**config.mk**
```make
export PLATFORM = sky130hd
export DESIGN_NAME = two_voice_tone_allocator_core
export DESIGN_NICKNAME = d
export VERILOG_FILES = /design/src/sv/tva_pkg.sv /design/src/sv/tva_front.sv /design/src/sv/tva_queue.sv /design/src/sv/tva_back.sv /design/src/sv/two_voice_tone_allocator_core.sv
export SDC_FILE = /design/constraint.sdc
export NUM_CORES = 1
export LEC_CHECK = 0
export ABC_AREA = 1
export BUFFER_PORTS_ARGS = -buffer_cell sky130_fd_sc_hd__buf_4
export CAP_MARGIN = 20
export CORE_UTILIZATION = 40
export CTS_CLUSTER_DIAMETER = 200
export CTS_CLUSTER_SIZE = 10
export DETAILED_ROUTE_END_ITERATION = 8
export GPL_TIMING_DRIVEN = 0
export SLEW_MARGIN = 30
export SYNTH_ARGS = -nofsm -noshare
export SYNTH_HDL_FRONTEND = slang
export SYNTH_SLANG_ARGS = --single-unit
```
**constraint.sdc**
```tcl
create_clock -name i_clk -period 5.43 [get_ports i_clk]
set_input_delay 0 -clock i_clk [delete_from_list [all_inputs] [get_ports i_clk]]
set_output_delay 0 -clock i_clk [all_outputs]
set_load 0.01 [all_outputs]
```
**src/sv/tva_pkg.sv**
```systemverilog
// shared types, constants and state encodings of the tone allocator
// used by every module of the block; depends on nothing
`timescale 1ns / 1ps

package tva_pkg;

    // tick counter width and chunk limit
    localparam int TICK_BITS  = 24;
    localparam int MAX_CHUNKS = 32;

    // fixed field widths
    localparam int START_BITS = 24;
    localparam int LEN_BITS   = 13;
    localparam int KEY_BITS   = 7;

    // largest span that still fits in the allowed number of chunks
    localparam int CHUNK_MAX  = 255;
    localparam int MAX_SPAN   = MAX_CHUNKS * CHUNK_MAX;
    localparam int SPAN_BITS  = $clog2(MAX_SPAN + 1);

    localparam logic [7:0] END_MARK  = 8'hFF;
    localparam logic [7:0] PITCH_OFF = 8'h00;

    // input and output packing
    localparam int IN_DATA_BITS  = 48;
    localparam int OUT_DATA_BITS = 16;
    localparam int OUT_USER_BITS = 2;

    // register map
    localparam logic REG_TWO_CHANNEL_MODE = 1'b0;

    typedef enum logic [1:0] {
        CMD_NOTE,
        CMD_FINISH,
        CMD_REJECT
    } t_cmd_kind;

    // work handed from the front part to the back part
    typedef struct packed {
        t_cmd_kind              kind;
        logic                   voice;
        logic                   two;
        logic [SPAN_BITS-1:0]   gap;
        logic [SPAN_BITS-1:0]   dur;
        logic [KEY_BITS-1:0]    key;
    } t_cmd;

    typedef enum logic [1:0] {
        FR_IDLE,
        FR_EVAL,
        FR_PUSH
    } t_front_state;

    typedef enum logic {
        BK_IDLE,
        BK_RUN
    } t_back_state;

endpackage

```
**src/sv/tva_front.sv**
```systemverilog
// front part: takes items, tracks channel free ticks, classifies each note
// depends on tva_pkg
`timescale 1ns / 1ps

module tva_front (
    input  logic                          i_clk,
    input  logic                          i_rst_n,
    input  logic                          i_two_mode,
    input  logic                          i_valid,
    output logic                          o_ready,
    input  logic                          i_func,
    input  logic [tva_pkg::START_BITS-1:0] i_start,
    input  logic [tva_pkg::LEN_BITS-1:0]  i_len,
    input  logic [tva_pkg::KEY_BITS-1:0]  i_key,
    output logic                          o_push,
    output tva_pkg::t_cmd                 o_cmd,
    input  logic                          i_full
);

    localparam int T = tva_pkg::TICK_BITS;

    tva_pkg::t_front_state r_state, n_state;

    logic                           r_func;
    logic [T-1:0]                   r_start;
    logic [tva_pkg::LEN_BITS-1:0]   r_len;
    logic [tva_pkg::KEY_BITS-1:0]   r_key;
    logic [T:0]                     r_end, n_end;
    logic                           r_ch, n_ch;
    logic [T-1:0]                   r_tick, n_tick;
    logic [T-1:0]                   r_free0, n_free0;
    logic [T-1:0]                   r_free1, n_free1;

    logic                           w_accept;
    logic                           w_drop;
    logic [T-1:0]                   w_s2;
    logic [T-1:0]                   w_gap;
    logic [T:0]                     w_dur;
    logic                           w_ovf;

    assign w_accept = i_valid && o_ready;

    // first evaluation step: note end, drop test, channel choice
    always_comb begin
        n_end  = {1'b0, r_start} + (T + 1)'(r_len);
        w_drop = (n_end <= {1'b0, r_free0}) && (!i_two_mode || n_end <= {1'b0, r_free1});
        n_ch   = i_two_mode && !(r_free0 < r_free1);
        n_tick = n_ch ? r_free1 : r_free0;
    end

    // second evaluation step: head trim, gap, remaining length, chunk limit
    always_comb begin
        w_s2  = (r_start < r_tick) ? r_tick : r_start;
        w_gap = w_s2 - r_tick;
        w_dur = r_end - {1'b0, w_s2};
        w_ovf = (w_gap > T'(tva_pkg::MAX_SPAN)) || (w_dur > (T + 1)'(tva_pkg::MAX_SPAN));
    end

    // next state
    always_comb begin
        n_state = r_state;
        case (r_state)
            tva_pkg::FR_IDLE: begin
                if (w_accept) n_state = tva_pkg::FR_EVAL;
            end
            tva_pkg::FR_EVAL: begin
                if (!r_func && w_drop) n_state = tva_pkg::FR_IDLE;
                else n_state = tva_pkg::FR_PUSH;
            end
            tva_pkg::FR_PUSH: begin
                if (!i_full) n_state = tva_pkg::FR_IDLE;
            end
            default: n_state = tva_pkg::FR_IDLE;
        endcase
    end

    // outputs: command build and free tick update
    always_comb begin
        o_ready   = (r_state == tva_pkg::FR_IDLE);
        o_push    = (r_state == tva_pkg::FR_PUSH) && !i_full;
        o_cmd.voice = r_ch;
        o_cmd.two   = i_two_mode;
        o_cmd.gap   = w_gap[tva_pkg::SPAN_BITS-1:0];
        o_cmd.dur   = w_dur[tva_pkg::SPAN_BITS-1:0];
        o_cmd.key   = (r_key == '0) ? tva_pkg::KEY_BITS'(1) : r_key;
        if (r_func) o_cmd.kind = tva_pkg::CMD_FINISH;
        else if (w_ovf) o_cmd.kind = tva_pkg::CMD_REJECT;
        else o_cmd.kind = tva_pkg::CMD_NOTE;

        n_free0 = r_free0;
        n_free1 = r_free1;
        if (o_push) begin
            if (r_func) begin
                n_free0 = '0;
                n_free1 = '0;
            end else if (!w_ovf) begin
                // saturate an end beyond the tick range
                if (r_ch) n_free1 = r_end[T] ? '1 : r_end[T-1:0];
                else n_free0 = r_end[T] ? '1 : r_end[T-1:0];
            end
        end
    end

    // control registers
    always_ff @(posedge i_clk) begin
        if (!i_rst_n) begin
            r_state <= tva_pkg::FR_IDLE;
            r_free0 <= '0;
            r_free1 <= '0;
        end else begin
            r_state <= n_state;
            r_free0 <= n_free0;
            r_free1 <= n_free1;
        end
    end

    // item and evaluation registers
    always_ff @(posedge i_clk) begin
        if (w_accept) begin
            r_func  <= i_func;
            r_start <= T'(i_start);
            r_len   <= i_len;
            r_key   <= i_key;
        end
        if (r_state == tva_pkg::FR_EVAL) begin
            r_end  <= n_end;
            r_ch   <= n_ch;
            r_tick <= n_tick;
        end
    end

endmodule

```
**src/sv/tva_queue.sv**
```systemverilog
// two-entry command queue between the front and back parts
// depends on tva_pkg for the command type
`timescale 1ns / 1ps

module tva_queue (
    input  logic          i_clk,
    input  logic          i_rst_n,
    input  logic          i_push,
    input  tva_pkg::t_cmd i_cmd,
    output logic          o_full,
    input  logic          i_pop,
    output tva_pkg::t_cmd o_cmd,
    output logic          o_empty
);

    tva_pkg::t_cmd r_mem [2];
    logic          r_wr, n_wr;
    logic          r_rd, n_rd;
    logic [1:0]    r_count, n_count;

    assign o_full  = (r_count == 2'd2);
    assign o_empty = (r_count == 2'd0);
    assign o_cmd   = r_mem[r_rd];

    // pointer and fill count update
    always_comb begin
        n_wr    = r_wr ^ i_push;
        n_rd    = r_rd ^ i_pop;
        n_count = r_count;
        if (i_push && !i_pop) n_count = r_count + 2'd1;
        else if (!i_push && i_pop) n_count = r_count - 2'd1;
    end

    always_ff @(posedge i_clk) begin
        if (!i_rst_n) begin
            r_wr    <= 1'b0;
            r_rd    <= 1'b0;
            r_count <= 2'd0;
        end else begin
            r_wr    <= n_wr;
            r_rd    <= n_rd;
            r_count <= n_count;
        end
    end

    // entry storage
    always_ff @(posedge i_clk) begin
        if (i_push) r_mem[r_wr] <= i_cmd;
    end

endmodule

```
**src/sv/tva_back.sv**
```systemverilog
// back part: splits each command into silence, note, end marker and overflow chunks
// depends on tva_pkg; drives the registered output item
`timescale 1ns / 1ps

module tva_back (
    input  logic          i_clk,
    input  logic          i_rst_n,
    input  logic          i_empty,
    input  tva_pkg::t_cmd i_cmd,
    output logic          o_pop,
    output logic          o_valid,
    input  logic          i_ready,
    output logic          o_voice,
    output logic [7:0]    o_pitch,
    output logic [7:0]    o_ticks,
    output logic          o_ovf,
    output logic          o_last
);

    localparam int S = tva_pkg::SPAN_BITS;

    tva_pkg::t_back_state r_state, n_state;
    tva_pkg::t_cmd        r_cmd, n_cmd;
    logic                 r_fin, n_fin;

    logic                 r_valid;
    logic                 r_voice, n_voice;
    logic [7:0]           r_pitch, n_pitch;
    logic [7:0]           r_ticks, n_ticks;
    logic                 r_ovf, n_ovf;
    logic                 r_last, n_last;

    logic                 w_slot;
    logic                 w_emit;
    logic                 w_done;
    logic                 w_gap_big;
    logic                 w_dur_big;
    logic [7:0]           w_gap_c;
    logic [7:0]           w_dur_c;

    assign w_slot    = !r_valid || i_ready;
    assign w_gap_big = r_cmd.gap > S'(tva_pkg::CHUNK_MAX);
    assign w_dur_big = r_cmd.dur > S'(tva_pkg::CHUNK_MAX);
    assign w_gap_c   = w_gap_big ? 8'hFF : r_cmd.gap[7:0];
    assign w_dur_c   = w_dur_big ? 8'hFF : r_cmd.dur[7:0];

    // next state
    always_comb begin
        n_state = r_state;
        case (r_state)
            tva_pkg::BK_IDLE: begin
                if (!i_empty) n_state = tva_pkg::BK_RUN;
            end
            tva_pkg::BK_RUN: begin
                if (w_done) n_state = tva_pkg::BK_IDLE;
            end
            default: n_state = tva_pkg::BK_IDLE;
        endcase
    end

    // chunk generation
    always_comb begin
        o_pop   = (r_state == tva_pkg::BK_IDLE) && !i_empty;
        n_cmd   = r_cmd;
        n_fin   = r_fin;
        w_emit  = 1'b0;
        w_done  = 1'b0;
        n_voice = r_cmd.voice;
        n_pitch = tva_pkg::PITCH_OFF;
        n_ticks = 8'd0;
        n_ovf   = 1'b0;
        n_last  = 1'b0;
        if (o_pop) begin
            n_cmd = i_cmd;
            n_fin = 1'b0;
        end else if (r_state == tva_pkg::BK_RUN && w_slot) begin
            w_emit = 1'b1;
            case (r_cmd.kind)
                tva_pkg::CMD_REJECT: begin
                    n_ovf  = 1'b1;
                    n_last = 1'b1;
                    w_done = 1'b1;
                end
                tva_pkg::CMD_FINISH: begin
                    n_pitch = tva_pkg::END_MARK;
                    n_voice = r_fin;
                    n_last  = r_fin || !r_cmd.two;
                    w_done  = n_last;
                    n_fin   = 1'b1;
                end
                tva_pkg::CMD_NOTE: begin
                    if (r_cmd.gap != '0) begin
                        // silence up to the note start
                        n_ticks   = w_gap_c;
                        n_cmd.gap = r_cmd.gap - S'(w_gap_c);
                        n_last    = !w_gap_big && (r_cmd.dur == '0);
                    end else begin
                        n_pitch   = 8'(r_cmd.key);
                        n_ticks   = w_dur_c;
                        n_cmd.dur = r_cmd.dur - S'(w_dur_c);
                        n_last    = !w_dur_big;
                    end
                    w_done = n_last;
                end
                default: begin
                    w_emit = 1'b0;
                    w_done = 1'b1;
                end
            endcase
        end
    end

    // control registers
    always_ff @(posedge i_clk) begin
        if (!i_rst_n) begin
            r_state <= tva_pkg::BK_IDLE;
            r_valid <= 1'b0;
        end else begin
            r_state <= n_state;
            if (w_emit) r_valid <= 1'b1;
            else if (i_ready) r_valid <= 1'b0;
        end
    end

    // command and output payload registers
    always_ff @(posedge i_clk) begin
        r_cmd <= n_cmd;
        r_fin <= n_fin;
        if (w_emit) begin
            r_voice <= n_voice;
            r_pitch <= n_pitch;
            r_ticks <= n_ticks;
            r_ovf   <= n_ovf;
            r_last  <= n_last;
        end
    end

    assign o_valid = r_valid;
    assign o_voice = r_voice;
    assign o_pitch = r_pitch;
    assign o_ticks = r_ticks;
    assign o_ovf   = r_ovf;
    assign o_last  = r_last;

endmodule

```
**src/sv/two_voice_tone_allocator_core.sv**
```systemverilog
// top level of the two channel tone allocator: config register, front, queue, back
// depends on tva_pkg, tva_front, tva_queue and tva_back
`timescale 1ns / 1ps
//
//  channel  direction  handshake                   payload
//  s_axis   in         s_axis_tvalid/tready        tdata start,length,note; tuser func
//  m_axis   out        m_axis_tvalid/tready        tdata pitch,ticks; tuser voice,overflow
//  apb      in         psel/penable/pwrite/pready  two_channel_mode at address 0
//
//  an item passes the front states take, evaluate and hand over, is loaded by
//  the back, which emits one item per cycle while the output is ready; a note
//  holds the back to its last chunk: the chunk emitter sets the sustained rate.
//  reset is synchronous, active low; it clears both free ticks and sets
//  two channel mode. a stalled output holds the back, the two-entry queue
//  then fills and the front stops taking items.

module two_voice_tone_allocator_core (
    input  logic                              i_clk,
    input  logic                              i_rst_n,
    input  logic                              s_axis_tvalid,
    output logic                              s_axis_tready,
    // note start [23:0], length_ticks [36:24], note_number [43:37], zero fill
    input  logic [tva_pkg::IN_DATA_BITS-1:0]  s_axis_tdata,
    // func [0]
    input  logic                              s_axis_tuser,
    output logic                              m_axis_tvalid,
    input  logic                              m_axis_tready,
    // pitch_code [7:0], chunk_ticks [15:8]
    output logic [tva_pkg::OUT_DATA_BITS-1:0] m_axis_tdata,
    // voice [0], overflow [1]
    output logic [tva_pkg::OUT_USER_BITS-1:0] m_axis_tuser,
    output logic                              m_axis_tlast,
    input  logic                              psel,
    input  logic                              penable,
    input  logic                              pwrite,
    input  logic [2:0]                        paddr,
    input  logic [31:0]                       pwdata,
    output logic [31:0]                       prdata,
    output logic                              pready
);

    logic          r_two_mode;
    logic          w_push;
    logic          w_full;
    logic          w_pop;
    logic          w_empty;
    tva_pkg::t_cmd w_cmd_in;
    tva_pkg::t_cmd w_cmd_out;
    logic [7:0]    w_pitch;
    logic [7:0]    w_ticks;
    logic          w_voice;
    logic          w_ovf;

    // configuration register
    assign pready = 1'b1;
    always_ff @(posedge i_clk) begin
        if (!i_rst_n) begin
            r_two_mode <= 1'b1;
        end else if (psel && penable && pwrite && pready
                     && paddr[2] == tva_pkg::REG_TWO_CHANNEL_MODE) begin
            r_two_mode <= pwdata[0];
        end
    end

    always_comb begin
        prdata = 32'd0;
        if (paddr[2] == tva_pkg::REG_TWO_CHANNEL_MODE) prdata = {31'd0, r_two_mode};
    end

    tva_front u_front (
        .i_clk      (i_clk),
        .i_rst_n    (i_rst_n),
        .i_two_mode (r_two_mode),
        .i_valid    (s_axis_tvalid),
        .o_ready    (s_axis_tready),
        .i_func     (s_axis_tuser),
        .i_start    (s_axis_tdata[23:0]),
        .i_len      (s_axis_tdata[36:24]),
        .i_key      (s_axis_tdata[43:37]),
        .o_push     (w_push),
        .o_cmd      (w_cmd_in),
        .i_full     (w_full)
    );

    tva_queue u_queue (
        .i_clk   (i_clk),
        .i_rst_n (i_rst_n),
        .i_push  (w_push),
        .i_cmd   (w_cmd_in),
        .o_full  (w_full),
        .i_pop   (w_pop),
        .o_cmd   (w_cmd_out),
        .o_empty (w_empty)
    );

    tva_back u_back (
        .i_clk   (i_clk),
        .i_rst_n (i_rst_n),
        .i_empty (w_empty),
        .i_cmd   (w_cmd_out),
        .o_pop   (w_pop),
        .o_valid (m_axis_tvalid),
        .i_ready (m_axis_tready),
        .o_voice (w_voice),
        .o_pitch (w_pitch),
        .o_ticks (w_ticks),
        .o_ovf   (w_ovf),
        .o_last  (m_axis_tlast)
    );

    // output packing
    assign m_axis_tdata = {w_ticks, w_pitch};
    assign m_axis_tuser = {w_ovf, w_voice};

endmodule
```
==> results_tabular.tex <==
\begin{tabular}{lr}
\hline
Metric & Value \\
\hline
\multicolumn{2}{l}{\textbf{Status}} \\
\quad Status & finished with violations \\
\quad Violations in the final reports & DRC \\
\multicolumn{2}{l}{\textbf{Setup path}} \\
\quad Category of cells accounting for the largest share of critical-path delay & simple AND/OR/NAND/NOR gates \\
\quad Largest fanout on the critical path & 10 \\
\quad FF-to-FF path depth & 30 \\
\quad CP Capture Type & flip-flop \\
\quad Highest cell delay on the worst timing path & 480 ps \\
\quad Critical Path Slowest Stage Cell & sky130\_fd\_sc\_hd\_\_edfxtp\_1 \\
\quad Worst Path Class, Setup & flip-flop to flip-flop \\
\quad Critical path required time & 5710 ps \\
\quad Startpoint class of the critical path & flip-flop \\
\quad Sum of buffers and inverters on the critical path & 8 \\
\quad CP most frequent cell & sky130\_fd\_sc\_hd\_\_nand2\_1 \\
\quad Crit path depth & 30 \\
\quad Data arrival at the endpoint of the critical path & 5450 ps \\
\multicolumn{2}{l}{\textbf{STA}} \\
\quad Final setup violation count & 0 \\
\quad Max Fclk & 0.194 GHz \\
\quad Final period util & 95.1\% \\
\quad Worst-Margin Slew & 776 ps \\
\quad Clock tree skew after final layout & 22.2 ps \\
\quad Worst Hold Slack & 60.5 ps \\
\quad Final period demand of the worst path & 5160 ps \\
\quad Tightest slew margin relative to the limit & 48.1\% \\
\quad Final max-slew violation count & 0 \\
\quad Count of endpoints failing hold in the final timing report & 0 \\
\quad Final setup margin & 266 ps \\
\multicolumn{2}{l}{\textbf{Synth}} \\
\quad Share of synthesized area occupied by flip-flops and latches & 43.2\% \\
\quad Predominant post-synthesis flop cell & sky130\_fd\_sc\_hd\_\_edfxtp\_1 \\
\quad Proportion of register bits with asynchronous set or reset after synthesis & 0\% \\
\quad Average size of a mapped cell & 7.91 µm² \\
\quad Cell count after synthesis & 2325 \\
\quad Number of synthesis warnings & 0 \\
\quad Number of storage elements in the synthesis netlist & 284 \\
\quad Number of synthesized flops with an enable pin & 225 \\
\quad Syn Std Cell Area & 18400 µm² \\
\quad Synth cell types & 50 \\
\multicolumn{2}{l}{\textbf{Floorplanning}} \\
\quad Die X-Extent & 216 µm \\
\quad Num rows & 78 \\
\quad Core Box Area & 45400 µm² \\
\quad Full die area & 46800 µm² \\
\quad I/O pin count & 145 \\
\quad Initial Utilization & 40.5\% \\
\quad Height of the die & 216 µm \\
\multicolumn{2}{l}{\textbf{Clock network}} \\
\quad H-tree depth reported by CTS & 2 \\
\quad Total clock sinks & 284 \\
\quad Maximum number of buffers from clock root to sink & 3 \\
\quad Clock Root Buffer & sky130\_fd\_sc\_hd\_\_clkbuf\_16 \\
\quad Register clock-pin slew on the reported worst setup and hold paths & 60 ps \\
\quad CTS Buf Count & 34 \\
\quad Clock Latency Late Sink & 550 ps \\
\quad TritonCTS clock tree & built \\
\multicolumn{2}{l}{\textbf{Placement}} \\
\quad Detailed placer's ending HPWL & 42.2 mm \\
\quad Cell Count Post-Placement & 3039 \\
\quad Global placer's final weighted congestion & 0.917 \\
\quad Place WS & -603 ps \\
\quad Port Buffers & 74 \\
\multicolumn{2}{l}{\textbf{Run}} \\
\quad Number of maximum-capacitance constraint violations & 0 \\
\multicolumn{2}{l}{\textbf{Power}} \\
\quad Power per cell area & 380 nW/µm² \\
\quad Largest vdd supply drop & 0.317 mV \\
\quad Total power draw & 8.21 mW \\
\quad Static power due to leakage & 9.79 nW \\
\multicolumn{2}{l}{\textbf{Layout}} \\
\quad Non-filler cells in the finished layout & 3151 \\
\quad Filler Cells Inserted & 4427 \\
\quad Layout cell share with drive strength beyond 1 & 8.82\% \\
\quad Nets & 2785 \\
\quad Area Growth Syn to Fin & 17.7\% \\
\quad Number of diodes & 0 \\
\multicolumn{2}{l}{\textbf{Global routing}} \\
\quad Overall routing resource usage & 22.5\% \\
\quad Initial antenna violation count & 0 \\
\quad Remaining Overflow, GRT & 0 \\
\quad Global-route wire length before repair & 81.9 mm \\
\quad Via count of the first global-routing pass & 15000 \\
\quad Maximum number of pins on one net before global-route repair & 26 \\
\multicolumn{2}{l}{\textbf{Worst hold path}} \\
\quad Worst hold path cell count & 3 \\
\quad Type of the worst min-delay path & primary input to flip-flop \\
\multicolumn{2}{l}{\textbf{Drt}} \\
\quad Number of detailed-route iterations in the first pass & 7 \\
\quad Count of nets left with antenna violations after detail routing & 0 \\
\quad Total via count in the routed design & 15700 \\
\quad Wire length per cell after detailed routing & 16.5 µm \\
\quad Vias per Instance & 4.98 \\
\quad DR iter-0 viols & 1083 \\
\quad Number of remaining DRC errors & 1 \\
\quad Routed wire length & 52.0 mm \\
\hline
\end{tabular}
## worst register-to-register path: cells and delay by family (launching register included)
kind                       cells  cell delay (ps)
buffers and inverters          8             1120
adders and majority gates      2              780
DFF                            1              480
AOI/OAI and AO/OA              4              840
and+or+nand+nor               16             1710
## layout make-up
cell class,instances,area (µm²),share of cell area (%)
Multi-Input combinational cell,1637,8860,41.0
Sequential cell,284,7940,36.7
Inverter,342,1280,5.94
Timing Repair Buffer,141,1250,5.77
Clock buffer,52,940,4.34
Tap cell,600,751,3.47
Buffer,92,566,2.61
Clock inverter,3,41.3,0.191
## per-layer routing
metal,GRT usage [%],vias up,part of all wire [%]
li1,-,8065,-
met1,29.0,7195,45
met5,0,-,0
met2,38.7,350,47
met3,2.84,80,4.4
met4,8.10,0,3.1
## report_power, final
part           leakage [nW]  switching [mW]  internal [mW]
clock network         0.469           0.883           1.19
logic                  6.75            2.04           1.04
registers              2.58           0.181           2.88
## final timing paths
path | start | to | slack [ps]
hold / removal | i_rst_n | flip-flop | 60
setup reg to reg | u_front.r_start[11]$_DFFE_PP_ | u_queue.r_mem[0][36]$_DFFE_PP_ | 270
setup / recovery | u_front.r_start[11]$_DFFE_PP_ | u_queue.r_mem[0][36]$_DFFE_PP_ | 270
hold reg to reg | u_queue.r_rd$_SDFF_PN0_ | flip-flop | 470
## repair_timing
item,in CTS,in global routing
buffers inserted,2,5
hold endpoints to repair,50,0
hold buffers,50,0
pin swaps,1,4
endpoints found under the setup margin,50,50
gates resized for setup,18,48
## flip-flops by register name, indices dropped and copies added, names as in the netlist, 2 cells and up, named ones only
signal and count:
u_back.o_ticks 8, u_front.r_tick 24, u_queue.r_count 2, u_front.r_free0 24
u_front.r_start 24, u_front.r_state 2, u_front.r_end 25, u_front.r_key 7
u_back.r_cmd 37, u_front.r_len 13, u_queue.r_mem 74, u_back.o_pitch 8
u_front.r_free1 24
## synthesized netlist by cell type (all sizes together) (11+ instances only)
cell      n  share of area [%]
a31oi    15               0.51
xnor2    11               0.52
xor2     32                1.5
buf      47                1.9
ha      159                 11
dfxtp    59                6.4
o21ai   133                3.6
nand2   639                 13
nand3   132                3.6
clkbuf   45               0.92
edfxtp  225                 37
nor2    197                4.0
nor3     19               0.52
a21oi   149                4.1
nand4    47                1.6
inv     341                7.0
## layout by cell type (no fill, tap or decap), types with 7 or more instances in the layout
cell	count
sky130_fd_sc_hd__ha_2	8
sky130_fd_sc_hd__inv_1	332
sky130_fd_sc_hd__nor2_1	192
sky130_fd_sc_hd__inv_2	9
sky130_fd_sc_hd__buf_4	123
sky130_fd_sc_hd__o21ai_1	9
sky130_fd_sc_hd__clkbuf_1	57
sky130_fd_sc_hd__dlygate4sd3_1	50
sky130_fd_sc_hd__edfxtp_1	225
sky130_fd_sc_hd__nor3_1	18
sky130_fd_sc_hd__a21oi_1	148
sky130_fd_sc_hd__ha_1	151
sky130_fd_sc_hd__nand3_1	129
sky130_fd_sc_hd__nand2_1	635
sky130_fd_sc_hd__a31oi_1	15
sky130_fd_sc_hd__clkbuf_16	35
sky130_fd_sc_hd__conb_1	32
sky130_fd_sc_hd__nor4_1	9
sky130_fd_sc_hd__dfxtp_1	59
sky130_fd_sc_hd__o211ai_1	7
sky130_fd_sc_hd__nand4_1	47
sky130_fd_sc_hd__xnor2_1	11
sky130_fd_sc_hd__o21ai_0	118
sky130_fd_sc_hd__buf_6	9
sky130_fd_sc_hd__xor2_1	32
## stage by stage
step | util [%] | TNS (ps) | cell area [µm²]
floorplan | - | 0 | 18500
global placement | 43.6 | -49860 | 19800
detailed placement | 44.0 | -23780 | 20000
CTS | 47.4 | 0 | 21500
global route | 47.7 | -24.0 | 21600
finish | 47.7 | 0 | 21600
## kinds of logic after synthesis
group | synth area share (%)
and+or+nand+nor | 23.8
other | 0.0409
xor gates and xnor gates | 2.05
AOI/OAI and AO/OA | 9.99
adders and majority gates | 11.1
buffers and inverters | 9.81
DFF | 43.2
Power figures use the tool's default switching activity.
